==> config.mk <==
export PLATFORM = sky130hd
export DESIGN_NAME = fsc_ctrl
export DESIGN_NICKNAME = d
export VERILOG_FILES = /design/src/fsc_pkg.sv /design/src/fsc_ctrl.sv
export SDC_FILE = /design/constraint.sdc
export NUM_CORES = 1
export LEC_CHECK = 0
export BUFFER_PORTS_ARGS = -buffer_cell sky130_fd_sc_hd__clkbuf_2
export CAP_MARGIN = 30
export CELL_PAD_IN_SITES_DETAIL_PLACEMENT = 2
export CELL_PAD_IN_SITES_GLOBAL_PLACEMENT = 2
export CORE_MARGIN = 1.5
export CORE_UTILIZATION = 22
export CTS_CLUSTER_SIZE = 8
export DETAILED_ROUTE_END_ITERATION = 6
export HOLD_SLACK_MARGIN = 0.15
export PLACE_DENSITY_LB_ADDON = 0.15
export SKIP_LAST_GASP = 1
export SYNTH_ARGS = -nofsm -noshare
export SYNTH_HDL_FRONTEND = slang
export SYNTH_SLANG_ARGS = --single-unit
==> constraint.sdc <==
create_clock -name aclk -period 1.4 [get_ports aclk]
set_input_delay 0.07 -clock aclk [delete_from_list [all_inputs] [get_ports aclk]]
set_output_delay 0.07 -clock aclk [all_outputs]
set_load 0.01 [all_outputs]
==> src/fsc_pkg.sv <==
// ----------------------------------------------------------------------------
// fsc_pkg: shared types and constants of the frequency sketch counter
// Command codes, counter and key widths, hash constants, row seeds and the
// command and status bundles between the controller and the datapath.
// ----------------------------------------------------------------------------
package fsc_pkg;

    // Field widths
    localparam int CntW    = 24;
    localparam int KeyW    = 64;
    localparam int CmdW    = 2;
    localparam int SeedW   = 32;
    localparam int HalfW   = 32;
    localparam int MulW    = 27;
    localparam int ProdW   = HalfW + MulW;
    localparam int RowSelW = 3;

    // Stream widths
    localparam int STdataW = KeyW;
    localparam int STuserW = CmdW;
    localparam int MTdataW = 32;
    localparam int MPadW   = MTdataW - CntW - 1;

    // Counter limits
    localparam logic [CntW-1:0] CntMax     = 24'hFF_FFFF;
    localparam logic [CntW-1:0] LimitReset = 24'd10240;

    // Hash mixing constants
    localparam logic [MulW-1:0] MixMul   = 27'h45D_9F3B;
    localparam int              MixShift = 16;
    localparam int              DigitW   = 4;
    localparam int              ModSteps = KeyW / DigitW;

    // Command codes
    localparam logic [CmdW-1:0] CmdRecord   = 2'd0;
    localparam logic [CmdW-1:0] CmdEstimate = 2'd1;
    localparam logic [CmdW-1:0] CmdClear    = 2'd2;

    // Row seed: golden-ratio step times (row + 1), modulo 2^32
    function automatic logic [SeedW-1:0] row_seed(input logic [RowSelW-1:0] row);
        logic [SeedW-1:0] seed;
        case (row)
            3'd0:    seed = 32'h9E37_79B1;
            3'd1:    seed = 32'h3C6E_F362;
            3'd2:    seed = 32'hDAA6_6D13;
            3'd3:    seed = 32'h78DD_E6C4;
            3'd4:    seed = 32'h1715_6075;
            3'd5:    seed = 32'hB54C_DA26;
            3'd6:    seed = 32'h5384_53D7;
            3'd7:    seed = 32'hF1BB_CD88;
            default: seed = 32'h9E37_79B1;
        endcase
        return seed;
    endfunction

    // Commands from the controller to the datapath
    typedef struct packed {
        logic accept;
        logic hash_start;
        logic mem_rd;
        logic mem_upd;
        logic row_next;
        logic finish;
        logic sweep;
    } ctrl_cmd_t;

    // Status from the datapath to the controller
    typedef struct packed {
        logic is_hashed;
        logic wipe;
        logic hash_done;
        logic last_row;
        logic sweep_last;
        logic out_free;
    } dp_stat_t;

endpackage

==> src/fsc_ctrl.sv <==
// ----------------------------------------------------------------------------
// fsc_ctrl: controller of the frequency sketch counter
// Steps each record or estimate through the rows (hash, read, update), issues
// the result and runs the clearing sweep after reset and after every wipe.
// ----------------------------------------------------------------------------
module fsc_ctrl (
    input  logic               aclk,
    input  logic               aresetn,
    input  logic               s_tvalid,
    output logic               s_tready,
    input  fsc_pkg::dp_stat_t  stat,
    output fsc_pkg::ctrl_cmd_t cmd
);

    localparam logic [2:0] S_CLEAR  = 3'd0;
    localparam logic [2:0] S_IDLE   = 3'd1;
    localparam logic [2:0] S_HSTART = 3'd2;
    localparam logic [2:0] S_HWAIT  = 3'd3;
    localparam logic [2:0] S_UPDATE = 3'd4;
    localparam logic [2:0] S_FINISH = 3'd5;

    logic [2:0] state_reg, state_next;

    // Next state and command decode
    always_comb begin
        state_next = state_reg;
        cmd        = '0;
        case (state_reg)
            S_CLEAR: begin
                cmd.sweep = 1'b1;
                if (stat.sweep_last) begin
                    state_next = S_IDLE;
                end
            end
            S_IDLE: begin
                if (s_tvalid) begin
                    cmd.accept = 1'b1;
                    state_next = S_HSTART;
                end
            end
            S_HSTART: begin
                if (stat.is_hashed) begin
                    cmd.hash_start = 1'b1;
                    state_next     = S_HWAIT;
                end else begin
                    state_next = S_FINISH;
                end
            end
            S_HWAIT: begin
                if (stat.hash_done) begin
                    cmd.mem_rd = 1'b1;
                    state_next = S_UPDATE;
                end
            end
            S_UPDATE: begin
                cmd.mem_upd = 1'b1;
                if (stat.last_row) begin
                    state_next = S_FINISH;
                end else begin
                    cmd.row_next = 1'b1;
                    state_next   = S_HSTART;
                end
            end
            S_FINISH: begin
                if (stat.out_free) begin
                    cmd.finish = 1'b1;
                    state_next = stat.wipe ? S_CLEAR : S_IDLE;
                end
            end
            default: begin
                state_next = S_CLEAR;
            end
        endcase
    end

    // Reset starts with a sweep of the counter rows
    always_ff @(posedge aclk) begin
        if (!aresetn) begin
            state_reg <= S_CLEAR;
        end else begin
            state_reg <= state_next;
        end
    end

    assign s_tready = (state_reg == S_IDLE);

endmodule

==> results of run 1 <==
## power breakdown
group	switching (mW)	internal [mW]	total (mW)
clock network	0.0450	0.107	0.152
registers	0.0415	0.108	0.150
logic	0.153	0.150	0.303
## metrics by stage
step / hold WS, ns / power (mW) / setup WS (ns) / area, um2
after floorplan: 0.186 / 0.351 / 0.271 / 350
after global placement: 0.355 / 0.452 / 0.139 / 444
after CTS: 0.175 / 0.615 / 0.0510 / 483
after detailed placement: 0.363 / 0.452 / 0.124 / 444
after global routing: 0.211 / 0.656 / 0.00202 / 483
final: 0.174 / 0.604 / 0.0677 / 483
## layout make-up
cell class,count,area (um2)
multi-input combinational,35,250
fill,178,1020
timing repair buffer,20,113
inverter,3,11.3
clock buffer,4,26.3
tap,16,20.0
sequential,3,62.6
## cells by family after synthesis
family | share of synthesized area, %
AO/OA/AOI/OAI | 26.4
buffers and inverters | 11.4
flip-flops | 17.1
multiplexers | 7.50
AND/OR/NAND/NOR | 37.5
## tightest hold or removal path, stage by stage
cell	delay, ns
clkbuf_2	0.13
o2111ai_1	0.10
o21ai_0	0.07
## layout by cell type (no fill, tap or decap), drive strengths merged, types with 2 or more instances in the layout
| cell type | instances |
|---|---|
| and3 | 2 |
| o21ai | 4 |
| nor3b | 2 |
| dfxtp | 3 |
| clkbuf | 20 |
| nor3 | 2 |
| nor2b | 6 |
| inv | 3 |
| nand2b | 2 |
| buf | 3 |
| nand2 | 2 |
| mux2 | 2 |
## final timing paths
check	end	from	slack (ns)	cells after the start
hold reg to reg	state_reg[2]	state_reg[1]	0.68	2
setup / recovery	cmd[2]	state_reg[0]	0.07	4
hold / removal	state_reg[2]	stat[2]	0.17	3
setup reg to reg	state_reg[1]	state_reg[0]	0.16	3
## per-layer routing
metal	part of all wire, %	wire length (um)	vias to the layer above
met4	0	0	0
met5	0	0	-
li1	-	-	208
met1	47	518	197
met3	6.1	67	0
met2	47	513	14
## repair_timing
item                       4_1_cts  5_1_grt
resized for setup                2        0
setup endpoints to repair        3        0
hold endpoints to repair         1        0
hold buffers                     1        0
==> metrics.md, run 1 <==
| Metric | Value |
|---|---|
| Slew at the pin with the worst max-slew slack | `about 0.28 ns` |
| Clock skew | `0.00191 ns` |
| Antenna violations before repair | `0` |
| # clock sinks | `3` |
| Clock transition at path regs | `around 0.04 ns` |
| DIE AREA | `~0.0018 mm2` |
| Number of global-route vias before repair | `about 400` |
| Post-DP HPWL | `a little under 900 um` |
| Largest net degree at the start of global routing | `11` |
| Seq cells post-synth | `3` |
| Outcome | `finished, final reports clean` |
| Met2 GRT Util | `between 20% and 30%` |
| Largest delay contributor family on the critical path | `simple AND/OR/NAND/NOR gates` |
| Post-Syn Area | `roughly 350 um2` |
| Hold crit path type | `input port to flip-flop` |
| First-pass GRT wire length | `roughly 1.8 mm` |
| Bufs and invs on worst path | `2` |
| Postcts setup bufs | `0` |
| Input/output buffers | `16` |
| Syn nets | `54` |
| GRT Overall Usage | `12.7%` |
| Placed cells | `76` |
| Nature of the critical path startpoint | `flip-flop` |
| Max reg flops | `3` |
| Minimum clock period | `1.33 ns` |
| TritonRoute pass-1 iters | `3` |
| Fin cells | `between 80 and 90` |
| Fin. max-slew vios | `0` |
| Crit share post-route | `95.2%` |
| Initial core utilization | `between 20% and 30%` |
| FMAX | `roughly 750 MHz` |
| Synth warnings | `0` |
| Peak supply drop | `392 uV` |
| Root Driver | `clkbuf_4` |
| Buffer depth of the longest clock path | `2` |
| Layout cell share with drive strength beyond 1 | `between 40% and 50%` |
| CORE AREA | `0.00151 mm2` |
| # DRC | `0` |
| Final GP Congestion | `~0.73` |
| IO Count | `17` |
| RSZ-0062 raised after global routing | `false` |
| CP required | `1.33 ns` |
| Max_slew headroom | `about four fifths` |
| Critical path, cell by cell | `buf_4 -> nor3b_2 -> nor2b_1 -> clkbuf_2` |
| Met3 global-route usage | `between 5 and 6%` |
| Mapped Cells | `45` |
| Dominant synthesized flop cell | `dfxtp_1` |
| Vias per inst | `approximately 5.2` |
| Post-route setup TNS | `0 ns` |
| TritonCTS buffer count | `3` |
| Die height | `between 40 and 50 um` |
| Final Hold Vio Count | `0` |
| Die W | `42.9 um` |
| Synth area leaders | `dfxtp_1 (17%), nor2b_1 (11%), o21ai_0 (5.7%), mux2_4 (4.3%), and3_1 (3.6%)` |
| Max-cap violations | `0` |
| Clk Latency, worst-skew pair | `~0.23 ns` |
| Slowest-stage cell, CP | `dfxtp_1` |
| Async SR Flop Fraction | `0%` |
| Synth cell types | `28` |
| N_diodes | `0` |
| Largest area contributor in the netlist | `dfxtp_1` |
| Layout Nets | `75` |
| Drt wl/cell | `between 10 and 15 um` |
| Number of synthesized flops with an enable pin | `0` |
| Layout area overhead | `37.9%` |
| Crit end category | `output port` |
| Post-route core utilization | `between 30% and 40%` |
| ANT nets after route | `0` |
| Pwr/cell area | `between 1000 and 1500 mW/mm2` |
| Setup CP Type | `flip-flop to output port` |
| # setup viols final | `0` |
| Count leader, synth | `nor2b_1` |
| Worst-path fanout max | `10` |
| Top cell type's share of synthesized area | `between 10% and 20%` |
| Post-synthesis sequential area ratio | `about 17%` |
| Rows | `14` |
| Most frequent cells after synthesis | `nor2b_1 (6), o21ai_0 (4), dfxtp_1 (3), inv_1 (3)` |
| H-tree levels | `1` |
| Global route total overflow | `0` |
| Leak | `~0.22 nW` |
| Iter 0 DRT Violations | `3` |
| Routed Wire Length | `between 1 and 1.5 mm` |
| Crit path largest cell delay | `between 0.3 and 0.4 ns` |
| CTS tree | `built` |
| Busiest metal layer after global routing | `met2` |
| Syn avg cell area | `about 8 um2` |
| Grt met1 use | `~15%` |
| Via count | `419` |
| Worst Path Arrival | `roughly 1.3 ns` |
Note: power is estimated with default switching activity, not from simulation.
==> inputs of run 2 (changes only) <==
Settings changed: CELL_PAD_IN_SITES_DETAIL_PLACEMENT 2 to 1, CELL_PAD_IN_SITES_GLOBAL_PLACEMENT 2 to 1, CORE_AREA set to 2 2 39 41, CORE_MARGIN 1.5 to unset, CORE_UTILIZATION 22 to unset, DIE_AREA set to 0 0 41 43.
==> run 2 against run 1 <==
Non-clock buffer count down 1. Critical path depth unchanged. Register-to-register slack better by 0.06 ns. Sequential cell count unchanged. Maximum frequency up 0.75%. Critical path type unchanged. Highest routed layer unchanged.
==> metrics.md, run 2 (synthesis gave the netlist of run 1 again) <==
| Metric | Value |
|---|---|
| Outcome | `finished, final reports clean` |
| Global route total overflow | `0 (unchanged)` |
| Clock skew | `0.00324 ns (+0.00133 ns)` |
| Via count | `393 (-6.2%)` |
| GRT Overall Usage | `12.2% (-0.44 points)` |
| Internal | `0.362 mW (-0.87%)` |
| Root Driver | `clkbuf_4` |
| Leak | `0.217 nW (-2.4%)` |
| H-tree levels | `1 (unchanged)` |
| # clock sinks | `3 (unchanged)` |
| CP required | `1.33 ns (about the same)` |
| Power share of the combinational group | `49.4% (-0.7 points)` |
| Worst-path fanout max | `13 (+3)` |
| Antenna violations before repair | `0 (unchanged)` |
| Initial core utilization | `25.3% (+2.1 points)` |
| TritonRoute pass-1 iters | `4 (+1)` |
| Clk Latency, worst-skew pair | `0.24 ns (about the same)` |
| Hold crit path type | `input port to flip-flop` |
| Setup CP Type | `flip-flop to output port` |
| Clock transition at path regs | `0.04 ns (about the same)` |
| CORE AREA | `0.00138 mm2 (-8.1%)` |
| Vias per inst | `4.91 (-5.0%)` |
| Pwr/cell area | `1250 mW/mm2 (about the same)` |
| Drt wl/cell | `11.8 um (-13%)` |
| DIE AREA | `0.00176 mm2 (-4.2%)` |
| Slowest-stage cell, CP | `dfxtp_2` |
| Fin. max-slew vios | `0 (unchanged)` |
| Layout Nets | `74 (-1.3%)` |
| Max_slew headroom | `82.2% (+0.79 points)` |
| Flop pwr share | `24.5% (-0.3 points)` |
| CTS tree | `built` |
| Switch share | `39.2% (-0.43 points)` |
| Number of global-route vias before repair | `367 (-7.3%)` |
| IO Count | `17 (unchanged)` |
| First-pass GRT wire length | `1.50 mm (-16%)` |
| Max reg flops | `3 (unchanged)` |
| P_sw | `0.233 mW (-2.6%)` |
| TritonCTS buffer count | `3 (unchanged)` |
| Minimum clock period | `1.32 ns (-0.00988 ns)` |
| Crit path largest cell delay | `0.44 ns (+0.09 ns)` |
| Final GP Congestion | `0.735 (+0.70%)` |
| Crit share post-route | `94.5% (-0.71 points)` |
| Routed Wire Length | `941 um (-14%)` |
| # setup viols final | `0 (unchanged)` |
| Final Hold Vio Count | `0 (unchanged)` |
| Post-DP HPWL | `755 um (-15%)` |
| RSZ-0062 raised after global routing | `false` |
| Nature of the critical path startpoint | `flip-flop` |
| Post-route setup TNS | `0 ns (unchanged)` |
| Critical path, cell by cell | `inv_1 -> and3_1 -> and2_1 -> clkbuf_2` |
| Iter 0 DRT Violations | `1 (-2)` |
| Commonest cells after routing, fill and taps aside | `clkbuf_2 (16), nor2b_1 (6), o21ai_0 (4)` |
| Die height | `43 um (+0.22%)` |
| Input/output buffers | `16 (unchanged)` |
| Area after DPL | `437 um2 (-1.7%)` |
| Die W | `41 um (-4.4%)` |
| Design Area, Final | `475 um2 (-1.6%)` |
| Buffer depth of the longest clock path | `2 (unchanged)` |
| Crit end category | `output port` |
| Worst Path Arrival | `1.25 ns (about the same)` |
| Slew at the pin with the worst max-slew slack | `0.264 ns (-0.0117 ns)` |
| Layout area overhead | `35.7%` |
| Layout cell share with drive strength beyond 1 | `40.6% (-0.91 points)` |
| Rows | `14 (unchanged)` |
| Tot Pwr | `0.595 mW (-1.6%)` |
| Peak supply drop | `341 uV (-13%)` |
| Multi-input logic area | `250 um2 (unchanged)` |
| Commonest non-fill, non-tap cell in the layout | `clkbuf_2` |
| Fill count | `182 (+2.2%)` |
| N_diodes | `0 (unchanged)` |
| Max-cap violations | `0 (unchanged)` |
| FMAX | `756 MHz (+0.75%)` |
| # DRC | `0 (unchanged)` |
| Clock power frac | `26.0% (+0.9 points)` |
| Largest net degree at the start of global routing | `14 (+3)` |
| ANT nets after route | `0 (unchanged)` |
| Register area | `62.6 um2 (unchanged)` |
-- run 2: changes by cell type in the layout (fill, tap and decap cells not counted), sizes merged --
cell | previous run | this run
buf | 3 | 2
-- run 2: final timing paths --
check / start / slack, ns / cells past startpoint / end
worst max-delay path: state_reg[2] / 0.08 / 4 / cmd[6]
worst min-delay path: stat[2] / 0.17 / 3 / state_reg[2]
worst max register to register: state_reg[1] / 0.22 / 3 / state_reg[0]
worst min register to register: state_reg[2] / 0.69 / 2 / state_reg[0]
-- run 2: worst max-delay path, delay by kind of cell, from the launching register on --
kind                   cells  cell delay, ns
buffers and inverters      2            0.22
AND/OR/NAND/NOR            2            0.35
flip-flops                 1            0.44
-- run 2: layout make-up --
type | instances | share of cell area, %
Sequential cell | 3 | 13.2
Clock buffer | 4 | 5.53
Multi-Input combinational cell | 35 | 52.6
Inverter | 3 | 2.37
Tap cell | 16 | 4.21
Timing Repair Buffer | 19 | 22.1
-- run 2: power by group through the flow --
| stage | logic (mW) | clock network (mW) | registers [mW] |
|---|---|---|---|
| floorplan | 0.237 | 0 | 0.115 |
| global placement | 0.303 | 0 | 0.146 |
| detailed placement | 0.296 | 0 | 0.145 |
| CTS | 0.301 | 0.159 | 0.146 |
| global route | 0.331 | 0.168 | 0.150 |
| finish | 0.294 | 0.155 | 0.146 |
-- run 2: stage by stage --
stage	utilization, %	hold slack [ns]	cells	worst slack, ns
6_report	34.4	0.174	80	0.0776
5_1_grt	34.4	0.224	80	0.0123
4_1_cts	34.4	0.173	80	0.0754
3_5_place_dp	31.6	0.364	75	0.109
3_3_place_gp	31.6	0.366	75	0.0948
2_1_floorplan	-	0.186	45	0.271
-- run 2: what timing repair did --
item,in CTS,in global routing
gates resized for setup,2,0
hold buffers,1,0
endpoints found under the hold margin,1,0
buffers inserted,0,0
endpoints found under the setup margin,4,0
-- run 2: per-layer routing --
layer / global-route usage [%] / share of wire [%]
met1: 16.6 / 50
met2: 18.1 / 45
met3: 1.57 / 4.7
met4: 6.00 / 0
met5: 0 / 0
==> inputs of run 3 (changes only) <==
Clock period 1.4 ns to 1.49 ns, I/O delays scaled along.
==> run 3 against run 2 <==
Global-route usage up 0.90 points. Critical path depth unchanged. Register-to-register slack better by 0.07 ns. Via count unchanged. Setup slack better by 0.084 ns. Final area unchanged. Utilization unchanged. Sequential share of layout area unchanged. First-iteration DRC count unchanged. Final cell count unchanged. Die area unchanged. Worst hold slack better by 0.011 ns. Critical path type unchanged. Critical endpoint unchanged. Largest cell class unchanged.
==> metrics.md, run 3 (synthesis gave the netlist of run 1 again) <==
| Metric | Value |
|---|---|
| Outcome | `finished, final reports clean` |
| Routed Wire Length | `964 um (+2.4%)` |
| Post-route setup TNS | `0 ns (unchanged)` |
| Largest delay contributor family on the critical path | `flip-flops` |
| Area after DPL | `437 um2 (unchanged)` |
| Pwr/cell area | `1170 mW/mm2 (-6.1%)` |
| CTS tree | `built` |
| Number of global-route vias before repair | `382 (+4.1%)` |
| Dpl ws | `0.163 ns (+0.0546 ns)` |
| Drt wl/cell | `12.1 um (+2.4%)` |
| Vias per inst | `4.91 (unchanged)` |
| Crit path largest cell delay | `0.44 ns (about the same)` |
| Design Area, Final | `475 um2 (unchanged)` |
| Slew at the pin with the worst max-slew slack | `0.278 ns (+0.0140 ns)` |
| Input/output buffers | `16 (unchanged)` |
| DIE AREA | `0.00176 mm2 (unchanged)` |
| Initial core utilization | `25.3% (unchanged)` |
| Peak supply drop | `326 uV (-4.2%)` |
| CP required | `1.42 ns (+0.09 ns)` |
| Worst Path Arrival | `1.25 ns (about the same)` |
| Iter 0 DRT Violations | `1 (unchanged)` |
| Commonest cells after routing, fill and taps aside | `clkbuf_2 (16), nor2b_1 (6), o21ai_0 (4)` |
| Crit share post-route | `89.2%` |
| Layout Nets | `74 (unchanged)` |
| Postcts setup bufs | `0 (unchanged)` |
| Clock skew | `0.000249 ns (-0.00300 ns)` |
| Worst-path fanout max | `13 (unchanged)` |
| TritonRoute pass-1 iters | `3 (-1)` |
| CORE AREA | `0.00138 mm2 (unchanged)` |
| Multi-input logic area | `250 um2 (unchanged)` |
| Buffer depth of the longest clock path | `2 (unchanged)` |
| IO Count | `17 (unchanged)` |
| Via count | `393 (unchanged)` |
| Die W | `41 um (unchanged)` |
| Antenna violations before repair | `0 (unchanged)` |
| Max-cap violations | `0 (unchanged)` |
| Final GP Congestion | `0.736 (+0.11%)` |
| Fin. max-slew vios | `0 (unchanged)` |
| RSZ-0062 raised after global routing | `false` |
| Crit end category | `output port` |
| Minimum clock period | `between 1 and 1.5 ns` |
| Global route total overflow | `0 (unchanged)` |
| ANT nets after route | `0 (unchanged)` |
| Clock transition at path regs | `0.04 ns (about the same)` |
| Clk Latency, worst-skew pair | `0.23 ns (about the same)` |
| Final Hold Vio Count | `0 (unchanged)` |
| N_diodes | `0 (unchanged)` |
| # DRC | `0 (unchanged)` |
| Max reg flops | `3 (unchanged)` |
| Slowest-stage cell, CP | `dfxtp_2` |
| Fill count | `176 (-3.3%)` |
| TritonCTS buffer count | `3 (unchanged)` |
| Layout area overhead | `35.7% (unchanged)` |
| Post-DP HPWL | `751 um (-0.48%)` |
| Leak | `0.217 nW (unchanged)` |
| Nature of the critical path startpoint | `flip-flop` |
| Final setup margin | `0.161 ns (+0.0837 ns)` |
| H-tree levels | `1 (unchanged)` |
| Root Driver | `clkbuf_4` |
| # setup viols final | `0 (unchanged)` |
| Critical path, cell by cell | `inv_1 -> and3_1 -> and2_1 -> clkbuf_2` |
| First-pass GRT wire length | `1.58 mm (+5.1%)` |
| Register area | `62.6 um2 (unchanged)` |
| Tot Pwr | `0.559 mW (-6.1%)` |
| Layout cell share with drive strength beyond 1 | `40.6% (unchanged)` |
| GRT Overall Usage | `13.1% (+0.90 points)` |
| FMAX | `753 MHz` |
| Hold crit path type | `input port to flip-flop` |
| Commonest non-fill, non-tap cell in the layout | `clkbuf_2` |
| Max_slew headroom | `81.2% (-0.94 points)` |
| Rows | `14 (unchanged)` |
| Largest net degree at the start of global routing | `14 (unchanged)` |
| Die height | `43 um (unchanged)` |
| # clock sinks | `3 (unchanged)` |
| Bufs and invs on worst path | `2 (unchanged)` |
| Setup CP Type | `flip-flop to output port` |
==> run 3: metal layers <==
metal  wire [um]  vias to the layer above  GRT usage (%)  share of wire, %
met5           0                        -              0                 0
met4           0                        0           10.0                 0
met3          34                        0           2.09               3.5
met2         429                       10           17.5                45
met1         500                      175           17.8                52
li1            -                      208              -                 -
==> run 3: final timing paths <==
check                                   from           end  slack [ns]  cells past startpoint
worst max-delay path            state_reg[2]        cmd[6]        0.16                      4
worst min-delay path                 stat[2]  state_reg[2]        0.19                      3
worst max register to register  state_reg[1]  state_reg[0]        0.29                      3
worst min register to register  state_reg[2]  state_reg[0]        0.70                      2
==> run 3: cell type report <==
class,count,share of cell area (%)
flip-flops and latches,3,13.2
clock buffers,4,5.53
inverters,3,2.37
repair buffers,19,22.1
multi-input cells,35,52.6
well taps,16,4.21
==> run 3: metrics by stage <==
stage / instances / hold slack, ns / utilization, %
final: 80 / 0.185 / 34.4
after global routing: 80 / 0.203 / 34.4
after CTS: 80 / 0.173 / 34.3
after detailed placement: 75 / 0.349 / 31.6
after global placement: 75 / 0.370 / 31.6
after floorplan: 45 / 0.194 / -
==> run 3: what timing repair did <==
item | 4_1_cts | 5_1_grt
setup endpoints to repair | 1 | 2
hold buffers | 1 | 0
hold endpoints to repair | 1 | 0
resized for setup | 1 | 1
==> run 3: worst reg2reg max path: stages (launching register included) <==
cell,delay [ns]
dfxtp_2,0.43
mux2_4,0.32
a211o_1,0.29
o21ai_0,0.07
==> run 3: report_power, final <==
group          switching, mW  total, mW  internal [mW]  leakage [nW]
sequential            0.0367      0.138          0.102        0.0256
combinational          0.138      0.276          0.138         0.177
clock                 0.0439      0.144          0.100        0.0150
total                  0.219      0.559          0.340         0.217
